<file path="config.mk">
export PLATFORM = sky130hd
export DESIGN_NAME = hole_list_segment_allocator_top
export DESIGN_NICKNAME = d
export VERILOG_FILES = /design/src/design/hlsa_pkg.sv /design/src/design/hole_list_segment_allocator_top.sv /design/src/design/hlsa_ram.sv /design/src/design/hlsa_cfg.sv /design/src/design/hlsa_ctrl.sv
export SDC_FILE = /design/constraint.sdc
export NUM_CORES = 2
export LEC_CHECK = 0
export ABC_AREA = 0
export BUFFER_PORTS_ARGS = -buffer_cell sky130_fd_sc_hd__buf_2
export CAP_MARGIN = 10
export CORE_ASPECT_RATIO = 0.9
export CORE_MARGIN = 2
export CORE_UTILIZATION = 45
export CTS_BUF_LIST = sky130_fd_sc_hd__clkbuf_8
export DETAILED_ROUTE_END_ITERATION = 8
export MAX_ROUTING_LAYER = met4
export PLACE_DENSITY = 0.68
export SETUP_SLACK_MARGIN = 0.02
export SYNTH_ARGS = -nofsm -noshare
export SYNTH_HDL_FRONTEND = slang
export SYNTH_SLANG_ARGS = --single-unit
</file>
<file path="constraint.sdc">
create_clock -name clk -period 8.5 [get_ports clk]
set_input_delay 0.85 -clock clk [delete_from_list [all_inputs] [get_ports clk]]
set_output_delay 0.85 -clock clk [all_outputs]
set_load 0.05 [all_outputs]
</file>
<file path="src/design/hlsa_pkg.sv">
`default_nettype none
package hlsa_pkg;

    localparam int MAX_HOLES = 16;
    localparam int ADDR_BITS = 16;
    localparam int IDX_W     = $clog2(MAX_HOLES);
    localparam int CNT_W     = $clog2(MAX_HOLES + 1);
    localparam int SIZE_W    = ADDR_BITS + 1;

    localparam logic [1:0] CMD_ALLOC = 2'd0;
    localparam logic [1:0] CMD_FREE  = 2'd1;
    localparam logic [1:0] CMD_RESET = 2'd2;
    localparam logic [1:0] CMD_NOP   = 2'd3;

    localparam logic [2:0] ST_PLACED  = 3'd0;
    localparam logic [2:0] ST_NO_FIT  = 3'd1;
    localparam logic [2:0] ST_SKIPPED = 3'd2;
    localparam logic [2:0] ST_FREED   = 3'd3;
    localparam logic [2:0] ST_RESET   = 3'd4;
    localparam logic [2:0] ST_FULL    = 3'd5;

    localparam logic [2:0] REG_TOTAL_ADDR = 3'd0;
    localparam logic [2:0] REG_FIT_ADDR   = 3'd4;

    localparam logic [15:0] TOTAL_RESET = 16'd1000;
    localparam logic [15:0] TOTAL_MIN   = 16'd10;

    // A hole may span the whole address space, so its size has one extra bit.
    typedef struct packed {
        logic [ADDR_BITS-1:0] start;
        logic [SIZE_W-1:0]    size;
    } hole_t;

    localparam int HOLE_W = $bits(hole_t);

    typedef struct packed {
        logic [15:0] total_size;
        logic        fit_policy;
    } cfg_t;

endpackage
`default_nettype wire

</file>
<file path="src/design/hole_list_segment_allocator_top.sv">
`default_nettype none
// Hole-list segment allocator.
// Requests enter on start/command/group_first/group_last/region_address/
// region_size and are taken when start is high and busy is low. Each request
// with a command of allocate, free or reset gives one result: done is high for
// exactly one cycle with seg_base, status and committed; the receiver
// cannot stall it. Command three is taken and dropped without a result.
// The hole table and its working copy each live in a 16-entry synchronous RAM
// that is read one entry at a time, so latency follows the table size: an
// allocate runs a search, with a group-start copy before it and a shift and a
// commit copy after it where needed; a free runs a position scan, a merge pass
// and a copy back; a reset rewrites the single initial hole. One request is
// worked on at a time. After reset the block writes the single initial hole
// while busy is high; total_size and fit_policy are written over the APB port
// (byte address 0 and 4), and a new total_size is used at the next reset
// request.
module hole_list_segment_allocator_top
    import hlsa_pkg::*;
(
    input  wire logic        clk,
    input  wire logic        rst_n,
    input  wire logic        start,
    output logic             busy,
    input  wire logic [1:0]  command,
    input  wire logic        group_first,
    input  wire logic        group_last,
    input  wire logic [15:0] region_address,
    input  wire logic [15:0] region_size,
    output logic             done,
    output logic [15:0]      seg_base,
    output logic [2:0]       status,
    output logic             committed,
    input  wire logic        psel,
    input  wire logic        penable,
    input  wire logic        pwrite,
    input  wire logic [2:0]  paddr,
    input  wire logic [31:0] pwdata,
    output logic      [31:0] prdata,
    output logic             pready
);

    cfg_t cfg;

    hlsa_cfg u_cfg (
        .clk     (clk),
        .rst_n   (rst_n),
        .psel    (psel),
        .penable (penable),
        .pwrite  (pwrite),
        .paddr   (paddr),
        .pwdata  (pwdata),
        .prdata  (prdata),
        .pready  (pready),
        .cfg     (cfg)
    );

    hlsa_ctrl u_ctrl (
        .clk            (clk),
        .rst_n          (rst_n),
        .cfg            (cfg),
        .start          (start),
        .busy           (busy),
        .command        (command),
        .group_first    (group_first),
        .group_last     (group_last),
        .region_address (region_address),
        .region_size    (region_size),
        .done           (done),
        .seg_base       (seg_base),
        .status         (status),
        .committed      (committed)
    );

endmodule
`default_nettype wire

</file>
<file path="src/design/hlsa_ram.sv">
`default_nettype none
module hlsa_ram #(
    parameter int DEPTH = 16,
    parameter int WIDTH = 33
) (
    input  wire logic                     clk,
    input  wire logic                     we,
    input  wire logic [$clog2(DEPTH)-1:0] waddr,
    input  wire logic [WIDTH-1:0]         wdata,
    input  wire logic [$clog2(DEPTH)-1:0] raddr,
    output logic      [WIDTH-1:0]         rdata
);

    logic [WIDTH-1:0] mem [DEPTH];

    always_ff @(posedge clk)
    begin
        if (we)
        begin
            mem[waddr] <= wdata;
        end
        rdata <= mem[raddr];
    end

endmodule
`default_nettype wire

</file>
<file path="src/design/hlsa_cfg.sv">
`default_nettype none
module hlsa_cfg
    import hlsa_pkg::*;
(
    input  wire logic        clk,
    input  wire logic        rst_n,
    input  wire logic        psel,
    input  wire logic        penable,
    input  wire logic        pwrite,
    input  wire logic [2:0]  paddr,
    input  wire logic [31:0] pwdata,
    output logic      [31:0] prdata,
    output logic             pready,
    output cfg_t             cfg
);

    logic [15:0] total_reg;
    logic        fit_reg;
    logic        wr;

    assign wr     = psel && penable && pwrite;
    assign pready = 1'b1;

    always_ff @(posedge clk or negedge rst_n)
    begin
        if (!rst_n)
        begin
            total_reg <= TOTAL_RESET;
            fit_reg   <= 1'b0;
        end
        else if (wr)
        begin
            if (!paddr[2])
            begin
                total_reg <= (pwdata[15:0] < TOTAL_MIN) ? TOTAL_MIN : pwdata[15:0];
            end
            else
            begin
                fit_reg <= pwdata[0];
            end
        end
    end

    always_comb
    begin
        if (!paddr[2])
        begin
            prdata = {16'd0, total_reg};
        end
        else
        begin
            prdata = {31'd0, fit_reg};
        end
    end

    assign cfg.total_size = total_reg;
    assign cfg.fit_policy = fit_reg;

endmodule
`default_nettype wire

</file>
<file path="src/design/hlsa_ctrl.sv">
`default_nettype none
module hlsa_ctrl
    import hlsa_pkg::*;
(
    input  wire logic                 clk,
    input  wire logic                 rst_n,
    input  cfg_t                      cfg,
    input  wire logic                 start,
    output logic                      busy,
    input  wire logic [1:0]           command,
    input  wire logic                 group_first,
    input  wire logic                 group_last,
    input  wire logic [15:0]          region_address,
    input  wire logic [15:0]          region_size,
    output logic                      done,
    output logic [15:0]               seg_base,
    output logic [2:0]                status,
    output logic                      committed
);

    localparam logic [4:0] S_INIT  = 5'd0;
    localparam logic [4:0] S_IDLE  = 5'd1;
    localparam logic [4:0] S_RST   = 5'd2;
    localparam logic [4:0] S_CP_RD = 5'd3;
    localparam logic [4:0] S_CP_WR = 5'd4;
    localparam logic [4:0] S_A_CHK = 5'd5;
    localparam logic [4:0] S_A_RD  = 5'd6;
    localparam logic [4:0] S_A_EX  = 5'd7;
    localparam logic [4:0] S_A_DEC = 5'd8;
    localparam logic [4:0] S_SH_RD = 5'd9;
    localparam logic [4:0] S_SH_WR = 5'd10;
    localparam logic [4:0] S_A_FIN = 5'd11;
    localparam logic [4:0] S_P_RD  = 5'd12;
    localparam logic [4:0] S_P_EX  = 5'd13;
    localparam logic [4:0] S_M_RD  = 5'd14;
    localparam logic [4:0] S_M_EX  = 5'd15;
    localparam logic [4:0] S_M_END = 5'd16;
    localparam logic [4:0] S_OUT   = 5'd17;

    localparam logic [ADDR_BITS+1:0] LIMIT = (ADDR_BITS+2)'(1) << ADDR_BITS;

    logic [4:0]           state_reg, state_next;
    logic [CNT_W-1:0]     hc_reg, hc_next, wc_reg, wc_next;
    logic                 gf_reg, gf_next;
    logic [CNT_W-1:0]     i_reg, i_next, pos_reg, pos_next, n_reg, n_next;
    logic [CNT_W-1:0]     pick_reg, pick_next, cpn_reg, cpn_next;
    logic                 found_reg, found_next, ins_reg, ins_next;
    logic                 have_reg, have_next, ovf_reg, ovf_next;
    logic                 h2w_reg, h2w_next;
    logic [4:0]           ret_reg, ret_next;
    hole_t                cur_reg, cur_next, pe_reg, pe_next;
    logic [SIZE_W-1:0]    best_reg, best_next, sz_reg, sz_next;
    logic [ADDR_BITS-1:0] addr_reg, addr_next;
    logic                 last_reg, last_next;
    logic [15:0]          base_reg, base_next;
    logic [2:0]           status_reg, status_next;
    logic                 comm_reg, comm_next, done_reg, done_next;

    logic                 h_we, w_we;
    logic [IDX_W-1:0]     h_waddr, w_waddr, rd_addr;
    hole_t                h_wdata, w_wdata, h_rdata, w_rdata;

    hlsa_ram #(.DEPTH(MAX_HOLES), .WIDTH(HOLE_W)) u_hole_mem (
        .clk   (clk),
        .we    (h_we),
        .waddr (h_waddr),
        .wdata (h_wdata),
        .raddr (rd_addr),
        .rdata (h_rdata)
    );

    hlsa_ram #(.DEPTH(MAX_HOLES), .WIDTH(HOLE_W)) u_work_mem (
        .clk   (clk),
        .we    (w_we),
        .waddr (w_waddr),
        .wdata (w_wdata),
        .raddr (rd_addr),
        .rdata (w_rdata)
    );

    always_ff @(posedge clk or negedge rst_n)
    begin
        if (!rst_n)
        begin
            state_reg <= S_INIT;
            hc_reg    <= '0;
            wc_reg    <= '0;
            gf_reg    <= 1'b0;
            done_reg  <= 1'b0;
        end
        else
        begin
            state_reg <= state_next;
            hc_reg    <= hc_next;
            wc_reg    <= wc_next;
            gf_reg    <= gf_next;
            done_reg  <= done_next;
        end
    end

    always_ff @(posedge clk)
    begin
        i_reg      <= i_next;
        pos_reg    <= pos_next;
        n_reg      <= n_next;
        pick_reg   <= pick_next;
        cpn_reg    <= cpn_next;
        found_reg  <= found_next;
        ins_reg    <= ins_next;
        have_reg   <= have_next;
        ovf_reg    <= ovf_next;
        h2w_reg    <= h2w_next;
        ret_reg    <= ret_next;
        cur_reg    <= cur_next;
        pe_reg     <= pe_next;
        best_reg   <= best_next;
        sz_reg     <= sz_next;
        addr_reg   <= addr_next;
        last_reg   <= last_next;
        base_reg   <= base_next;
        status_reg <= status_next;
        comm_reg   <= comm_next;
    end

    always_comb
    begin
        hole_t                e;
        hole_t                fresh;
        logic                 mrg;
        logic                 emit;
        logic [SIZE_W-1:0]    cend;
        logic [SIZE_W-1:0]    diff;
        logic [ADDR_BITS+1:0] sum;

        state_next  = state_reg;
        hc_next     = hc_reg;
        wc_next     = wc_reg;
        gf_next     = gf_reg;
        i_next      = i_reg;
        pos_next    = pos_reg;
        n_next      = n_reg;
        pick_next   = pick_reg;
        cpn_next    = cpn_reg;
        found_next  = found_reg;
        ins_next    = ins_reg;
        have_next   = have_reg;
        ovf_next    = ovf_reg;
        h2w_next    = h2w_reg;
        ret_next    = ret_reg;
        cur_next    = cur_reg;
        pe_next     = pe_reg;
        best_next   = best_reg;
        sz_next     = sz_reg;
        addr_next   = addr_reg;
        last_next   = last_reg;
        base_next   = base_reg;
        status_next = status_reg;
        comm_next   = comm_reg;
        done_next   = 1'b0;
        h_we        = 1'b0;
        w_we        = 1'b0;
        h_waddr     = '0;
        w_waddr     = '0;
        h_wdata     = '0;
        w_wdata     = '0;
        rd_addr     = i_reg[IDX_W-1:0];
        mrg         = 1'b0;
        emit        = 1'b0;
        e           = '0;
        fresh.start = '0;
        fresh.size  = {1'b0, cfg.total_size};
        diff        = w_rdata.size - sz_reg;
        sum         = {2'b00, region_address} + {2'b00, region_size};

        case (state_reg)
            S_INIT, S_RST:
            begin
                h_we    = 1'b1;
                w_we    = 1'b1;
                h_wdata = fresh;
                w_wdata = fresh;
                hc_next = CNT_W'(1);
                wc_next = CNT_W'(1);
                gf_next = 1'b0;
                if (state_reg == S_RST)
                begin
                    status_next = ST_RESET;
                    state_next  = S_OUT;
                end
                else
                begin
                    state_next = S_IDLE;
                end
            end
            S_IDLE:
            begin
                if (start)
                begin
                    last_next  = group_last;
                    addr_next  = region_address;
                    base_next  = '0;
                    comm_next  = 1'b0;
                    i_next     = '0;
                    case (command)
                        CMD_ALLOC:
                        begin
                            sz_next = {1'b0, region_size};
                            if (group_first)
                            begin
                                gf_next    = 1'b0;
                                wc_next    = hc_reg;
                                h2w_next   = 1'b1;
                                cpn_next   = hc_reg;
                                ret_next   = S_A_CHK;
                                state_next = S_CP_RD;
                            end
                            else
                            begin
                                state_next = S_A_CHK;
                            end
                        end
                        CMD_FREE:
                        begin
                            // A region reaching past the address space is cut at its end.
                            if (sum > LIMIT)
                            begin
                                sz_next = SIZE_W'(LIMIT - {2'b00, region_address});
                            end
                            else
                            begin
                                sz_next = {1'b0, region_size};
                            end
                            if (region_size == '0)
                            begin
                                status_next = ST_FREED;
                                gf_next     = 1'b0;
                                wc_next     = hc_reg;
                                h2w_next    = 1'b1;
                                cpn_next    = hc_reg;
                                ret_next    = S_OUT;
                                state_next  = S_CP_RD;
                            end
                            else
                            begin
                                pos_next   = '0;
                                state_next = S_P_RD;
                            end
                        end
                        CMD_RESET:
                        begin
                            state_next = S_RST;
                        end
                        default:
                        begin
                            state_next = S_IDLE;
                        end
                    endcase
                end
            end
            S_CP_RD:
            begin
                if (i_reg < cpn_reg)
                begin
                    state_next = S_CP_WR;
                end
                else
                begin
                    i_next     = '0;
                    state_next = ret_reg;
                end
            end
            S_CP_WR:
            begin
                if (h2w_reg)
                begin
                    w_we    = 1'b1;
                    w_waddr = i_reg[IDX_W-1:0];
                    w_wdata = h_rdata;
                end
                else
                begin
                    h_we    = 1'b1;
                    h_waddr = i_reg[IDX_W-1:0];
                    h_wdata = w_rdata;
                end
                i_next     = i_reg + 1'b1;
                state_next = S_CP_RD;
            end
            S_A_CHK:
            begin
                if (gf_reg)
                begin
                    status_next = ST_SKIPPED;
                    if (last_reg)
                    begin
                        gf_next = 1'b0;
                    end
                    state_next = S_OUT;
                end
                else
                begin
                    i_next     = '0;
                    found_next = 1'b0;
                    state_next = S_A_RD;
                end
            end
            S_A_RD:
            begin
                state_next = (i_reg < wc_reg) ? S_A_EX : S_A_DEC;
            end
            S_A_EX:
            begin
                i_next     = i_reg + 1'b1;
                state_next = S_A_RD;
                if (w_rdata.size >= sz_reg)
                begin
                    if (!cfg.fit_policy)
                    begin
                        found_next = 1'b1;
                        pick_next  = i_reg;
                        pe_next    = w_rdata;
                        state_next = S_A_DEC;
                    end
                    else if (!found_reg || diff < best_reg)
                    begin
                        found_next = 1'b1;
                        pick_next  = i_reg;
                        pe_next    = w_rdata;
                        best_next  = diff;
                    end
                end
            end
            S_A_DEC:
            begin
                if (!found_reg)
                begin
                    status_next = ST_NO_FIT;
                    gf_next     = !last_reg;
                    wc_next     = hc_reg;
                    h2w_next    = 1'b1;
                    cpn_next    = hc_reg;
                    ret_next    = S_OUT;
                    i_next      = '0;
                    state_next  = S_CP_RD;
                end
                else
                begin
                    base_next = pe_reg.start;
                    if (pe_reg.size != sz_reg)
                    begin
                        w_we          = 1'b1;
                        w_waddr       = pick_reg[IDX_W-1:0];
                        w_wdata.start = pe_reg.start + sz_reg[ADDR_BITS-1:0];
                        w_wdata.size  = pe_reg.size - sz_reg;
                        state_next    = S_A_FIN;
                    end
                    else
                    begin
                        i_next     = pick_reg;
                        state_next = S_SH_RD;
                    end
                end
            end
            S_SH_RD:
            begin
                rd_addr = IDX_W'(i_reg + 1'b1);
                if (i_reg + 1'b1 < wc_reg)
                begin
                    state_next = S_SH_WR;
                end
                else
                begin
                    wc_next    = wc_reg - 1'b1;
                    state_next = S_A_FIN;
                end
            end
            S_SH_WR:
            begin
                w_we       = 1'b1;
                w_waddr    = i_reg[IDX_W-1:0];
                w_wdata    = w_rdata;
                i_next     = i_reg + 1'b1;
                state_next = S_SH_RD;
            end
            S_A_FIN:
            begin
                status_next = ST_PLACED;
                if (last_reg)
                begin
                    comm_next  = 1'b1;
                    hc_next    = wc_reg;
                    h2w_next   = 1'b0;
                    cpn_next   = wc_reg;
                    ret_next   = S_OUT;
                    i_next     = '0;
                    state_next = S_CP_RD;
                end
                else
                begin
                    state_next = S_OUT;
                end
            end
            S_P_RD:
            begin
                if (i_reg < hc_reg)
                begin
                    state_next = S_P_EX;
                end
                else
                begin
                    i_next     = '0;
                    ins_next   = 1'b0;
                    have_next  = 1'b0;
                    n_next     = '0;
                    ovf_next   = 1'b0;
                    state_next = S_M_RD;
                end
            end
            S_P_EX:
            begin
                if (h_rdata.start <= addr_reg)
                begin
                    pos_next = i_reg + 1'b1;
                end
                i_next     = i_reg + 1'b1;
                state_next = S_P_RD;
            end
            S_M_RD:
            begin
                // The new hole enters the stream just before old entry pos.
                if (!ins_reg && i_reg == pos_reg)
                begin
                    e.start  = addr_reg;
                    e.size   = sz_reg;
                    mrg      = 1'b1;
                    ins_next = 1'b1;
                end
                else if (i_reg < hc_reg)
                begin
                    state_next = S_M_EX;
                end
                else
                begin
                    emit       = 1'b1;
                    state_next = S_M_END;
                end
            end
            S_M_EX:
            begin
                e          = h_rdata;
                mrg        = 1'b1;
                i_next     = i_reg + 1'b1;
                state_next = S_M_RD;
            end
            S_M_END:
            begin
                gf_next = 1'b0;
                i_next  = '0;
                ret_next = S_OUT;
                state_next = S_CP_RD;
                if (ovf_reg)
                begin
                    status_next = ST_FULL;
                    wc_next     = hc_reg;
                    h2w_next    = 1'b1;
                    cpn_next    = hc_reg;
                end
                else
                begin
                    status_next = ST_FREED;
                    hc_next     = n_reg;
                    wc_next     = n_reg;
                    h2w_next    = 1'b0;
                    cpn_next    = n_reg;
                end
            end
            S_OUT:
            begin
                done_next  = 1'b1;
                state_next = S_IDLE;
            end
            default:
            begin
                state_next = S_IDLE;
            end
        endcase

        // Streaming merge: the pending hole absorbs an exactly adjacent successor.
        cend = {1'b0, cur_reg.start} + cur_reg.size;
        if (mrg)
        begin
            if (!have_reg)
            begin
                cur_next  = e;
                have_next = 1'b1;
            end
            else if (cend == {1'b0, e.start})
            begin
                cur_next.size = cur_reg.size + e.size;
            end
            else
            begin
                emit     = 1'b1;
                cur_next = e;
            end
        end
        if (emit)
        begin
            if (n_reg < CNT_W'(MAX_HOLES))
            begin
                w_we    = 1'b1;
                w_waddr = n_reg[IDX_W-1:0];
                w_wdata = cur_reg;
            end
            else
            begin
                ovf_next = 1'b1;
            end
            n_next = n_reg + 1'b1;
        end
    end

    assign busy      = (state_reg != S_IDLE);
    assign done      = done_reg;
    assign seg_base  = base_reg;
    assign status    = status_reg;
    assign committed = comm_reg;

endmodule
`default_nettype wire

</file>
==> flow_summary.json <==
{
  "yosysUniqueCellTypes": 86,
  "grt_setup_unrepaired": "no",
  "final_antenna_net_count": 0,
  "hold_class": "input pin to flip-flop",
  "async_flop_share_pct": 2.57,
  "tightest_slew_ps": 1270,
  "wl_met1_mm": 66.2,
  "ys.flop_type": "edfxtp_1",
  "place_congestion": 0.960,
  "synth_area_leaders": "edfxtp_1 64%, mux4_2 13%, ha_1 3.2%",
  "final_area_um2": 64400,
  "setup_viol": 0,
  "r2r_setup_slack_ps": 2120,
  "ir_worst_vdd_uv": 132,
  "path_common_cell": "o21ai_0",
  "r2r_cells": 19,
  "numPortBuffers": 96,
  "grt_pass1_wl_mm": 219,
  "arrival_ps": 6930,
  "min_period_ps": 6380,
  "yosysSeqAreaShare_pct": 68.2,
  "drc": 0,
  "clockBufferDepth": 3,
  "drt_first_pass_iters": 8,
  "grt_pass1_vias": 31400,
  "crit_slowest_cell": "a21oi_4",
  "worstPathRequired_ps": 9050,
  "cp-startpoint": "u_ctrl.sz_reg[2]",
  "io_pins": 132,
  "drive_gt1_share_pct": 23.4,
  "grt_overflow": 0,
  "synth_area_um2": 57100,
  "drt_iter0_markers": 4459,
  "slowest_delay_ps": 830,
  "yosysTopAreaCell": "edfxtp_1",
  "power_switching_mw": 2.74,
  "met3WireLength_mm": 14.0,
  "setup.worst_path.class": "flip-flop to flip-flop",
  "clk_latency_ps": 950,
  "start_util_pct": 45.2,
  "power_leakage_nw": 19.9,
  "p_int_mw": 9.86,
  "hold_viol": 0,
  "coreArea_um2": 126000,
  "grt_max_degree": 135,
  "top_regs": "u_ctrl.u_hole_mem.mem x528, u_ctrl.u_work_mem.mem x528",
  "final_nets": 3788,
  "clkTransAtPathRegs_ps": 70,
  "worstSetupEndpointType": "flip-flop",
  "skew_ps": 85.0,
  "top_layer": "met4",
  "seqPwrFrac_pct": 56.2,
  "rows": 124,
  "avgSynthCellArea_um2": 17.2,
  "worstSetupEndpoint": "u_ctrl.pe_reg[17]",
  "die_h_um": 342,
  "die_area_um2": 130000,
  "dr_total_vias": 32500,
  "numCtsBuffers": 204,
  "synth_warnings": 0,
  "netlist.area_leader.share_pct": 64.3,
  "combPwrFrac_pct": 1.6,
  "ys_seq_elements": 1325,
  "grtUsageTotal_pct": 24.0,
  "wl_met2_mm": 67.7,
  "finalSetupTns_ps": 0,
  "timing.rr.end": "u_ctrl.pe_reg[17]",
  "power_density_nw_per_um2": 196,
  "antenna_found_initial": 10,
  "synthCells": 3312,
  "placement.cell_area_um2": 60100,
  "cts_sinks": 1325,
  "cts_setup_buffers": 0,
  "max_cap_violations": 0,
  "cts_resized": 0,
  "area_growth_pct": 12.7,
  "pwr-share-clk_pct": 42.2,
  "slew_headroom_pct": 15.1,
  "cts_tree": "done",
  "status": "completed",
  "slew_violations": 0,
  "fmax_mhz": 157,
  "finalWirelength_mm": 151,
  "cts-htree-levels": 4,
  "post_drt_wl_per_cell_um": 27.8,
  "timing.rr.start": "u_ctrl.sz_reg[2]",
  "via_per_inst": 5.96,
  "cts_root_buffer": "clkbuf_8",
  "die_w_um": 380,
  "synth_edf_count": 1223,
  "path_cells": "inv_1 > ha_1 > nor2b_1 > o21ai_0 > a21boi_0 > o21a_1 > o31ai_1 > o21ai_0 > o41ai_1 > xnor2_1 > ha_1 > a21oi_1 > o21ai_0 > a21o_1 > a21o_1 > a211o_1 > o221a_2 > a21oi_4 > buf_4",
  "dp_hpwl_mm": 92.6,
  "cp-start-kind": "flip-flop",
  "worst-path-max-fanout": 22,
  "swShare_pct": 21.7,
  "post-route-period-util_pct": 75.0
}
-- routing by layer --
layer | vias up | GRT usage (%)
li1 | 13900 | -
met1 | 16700 | 35.1
met2 | 1634 | 34.3
met3 | 226 | 4.61
met4 | 0 | 7.20
met5 | - | -
-- critical path: cells and delay by family (launching register included) --
family	cells	cell delay (ps)
compound gates	13	3690
flops	1	690
fa+ha+maj	2	680
buf+inv	2	620
xor+xnor	1	180
simple gates	1	150
-- kinds of logic after synthesis --
logic type,synth area share [%]
flip-flops,68.2
AND/OR/NAND/NOR,5.24
AO/OA/AOI/OAI,5.71
multiplexers,13.7
buffers and inverters,1.94
adder cells (fa/ha/maj),3.45
XOR/XNOR,1.79
other,0.0131
-- stage by stage --
step	power [mW]	utilization [%]	setup WS (ps)	cells	hold WS, ps
floorplan	7.32	-	1140	3327	422
global placement	7.41	47.5	2320	5044	466
detailed placement	7.41	47.5	2390	5044	476
CTS	12.7	50.8	2310	5432	19.1
global route	13.0	50.9	1840	5442	68.8
finish	12.6	50.9	2120	5447	99.7
-- cells in the final DEF, fill, tap and decap left out, types with 34 or more instances in the layout --
master and instances:
edfxtp_1 1223, mux4_2 331, clkbuf_8 223, inv_1 196, nand2_1 184, ha_1 148
nor2_1 124, a21oi_1 106, buf_2 96, buf_4 72, xnor2_1 71, o21ai_0 68
dfxtp_1 68, a22o_1 46, nor3_1 45, nand3_1 41, xor2_1 40, clkinv_1 38
nor2b_1 34
-- timing repair --
action / 4_1_cts / 5_1_grt
endpoints found under the setup margin: 0 / 0
hold endpoints to repair: 20 / 0
hold buffers: 1 / 0
-- synth_stat cells (all sizes together), types with 7 or more instances --
master and count:
edfxtp 1223, mux4 331, nand2 184, ha 148
nor2 147, inv 119, a21oi 109, clkbuf 104
xnor2 73, o21ai 72, dfxtp 68, nor3 50
buf 48, a22o 46, nand3 41, xor2 41
nor2b 34, a222oi 32, a21o 30, dfrtp 28
mux2 26, and2 24, and3 24, nand2b 24
o211ai 22, o31ai 21, nor4 19, nand3b 18
o21a 18, nand4 15, a31oi 14, o21bai 13
a211oi 12, nor3b 9, or2 8, a22oi 7
mux2i 7
-- layout make-up --
type / count / area (um2)
antenna: 8 / 20.0
clock buffer: 222 / 3060
clock inverter: 165 / 1120
fill: 10200 / 62100
inverter: 121 / 454
multi-input combinational: 1729 / 17500
sequential: 1325 / 38900
tap: 1701 / 2130
timing repair buffer: 176 / 1160
-- power groups by stage --
stage	registers, mW	clock network (mW)	logic [mW]
floorplan	7.18	0	0.141
global placement	7.21	0	0.200
detailed placement	7.21	0	0.201
CTS	7.07	5.43	0.203
global route	7.07	5.71	0.219
finish	7.08	5.32	0.202
-- worst min-delay path by stage --
stage | from | endpoint | depth (start not counted)
finish | pwdata[5] | u_cfg.total_reg[5] | 3
global route | pwdata[5] | u_cfg.total_reg[5] | 3
CTS | pwdata[5] | u_cfg.total_reg[5] | 3
detailed placement | u_ctrl.wc_reg[4] | u_ctrl.wc_reg[4] | 2
global placement | u_ctrl.u_work_mem.rdata[0] | u_ctrl.pe_reg[0] | 0
floorplan | u_ctrl.u_work_mem.rdata[31] | u_ctrl.pe_reg[31] | 0
Note: power is estimated with default switching activity, not from simulation.
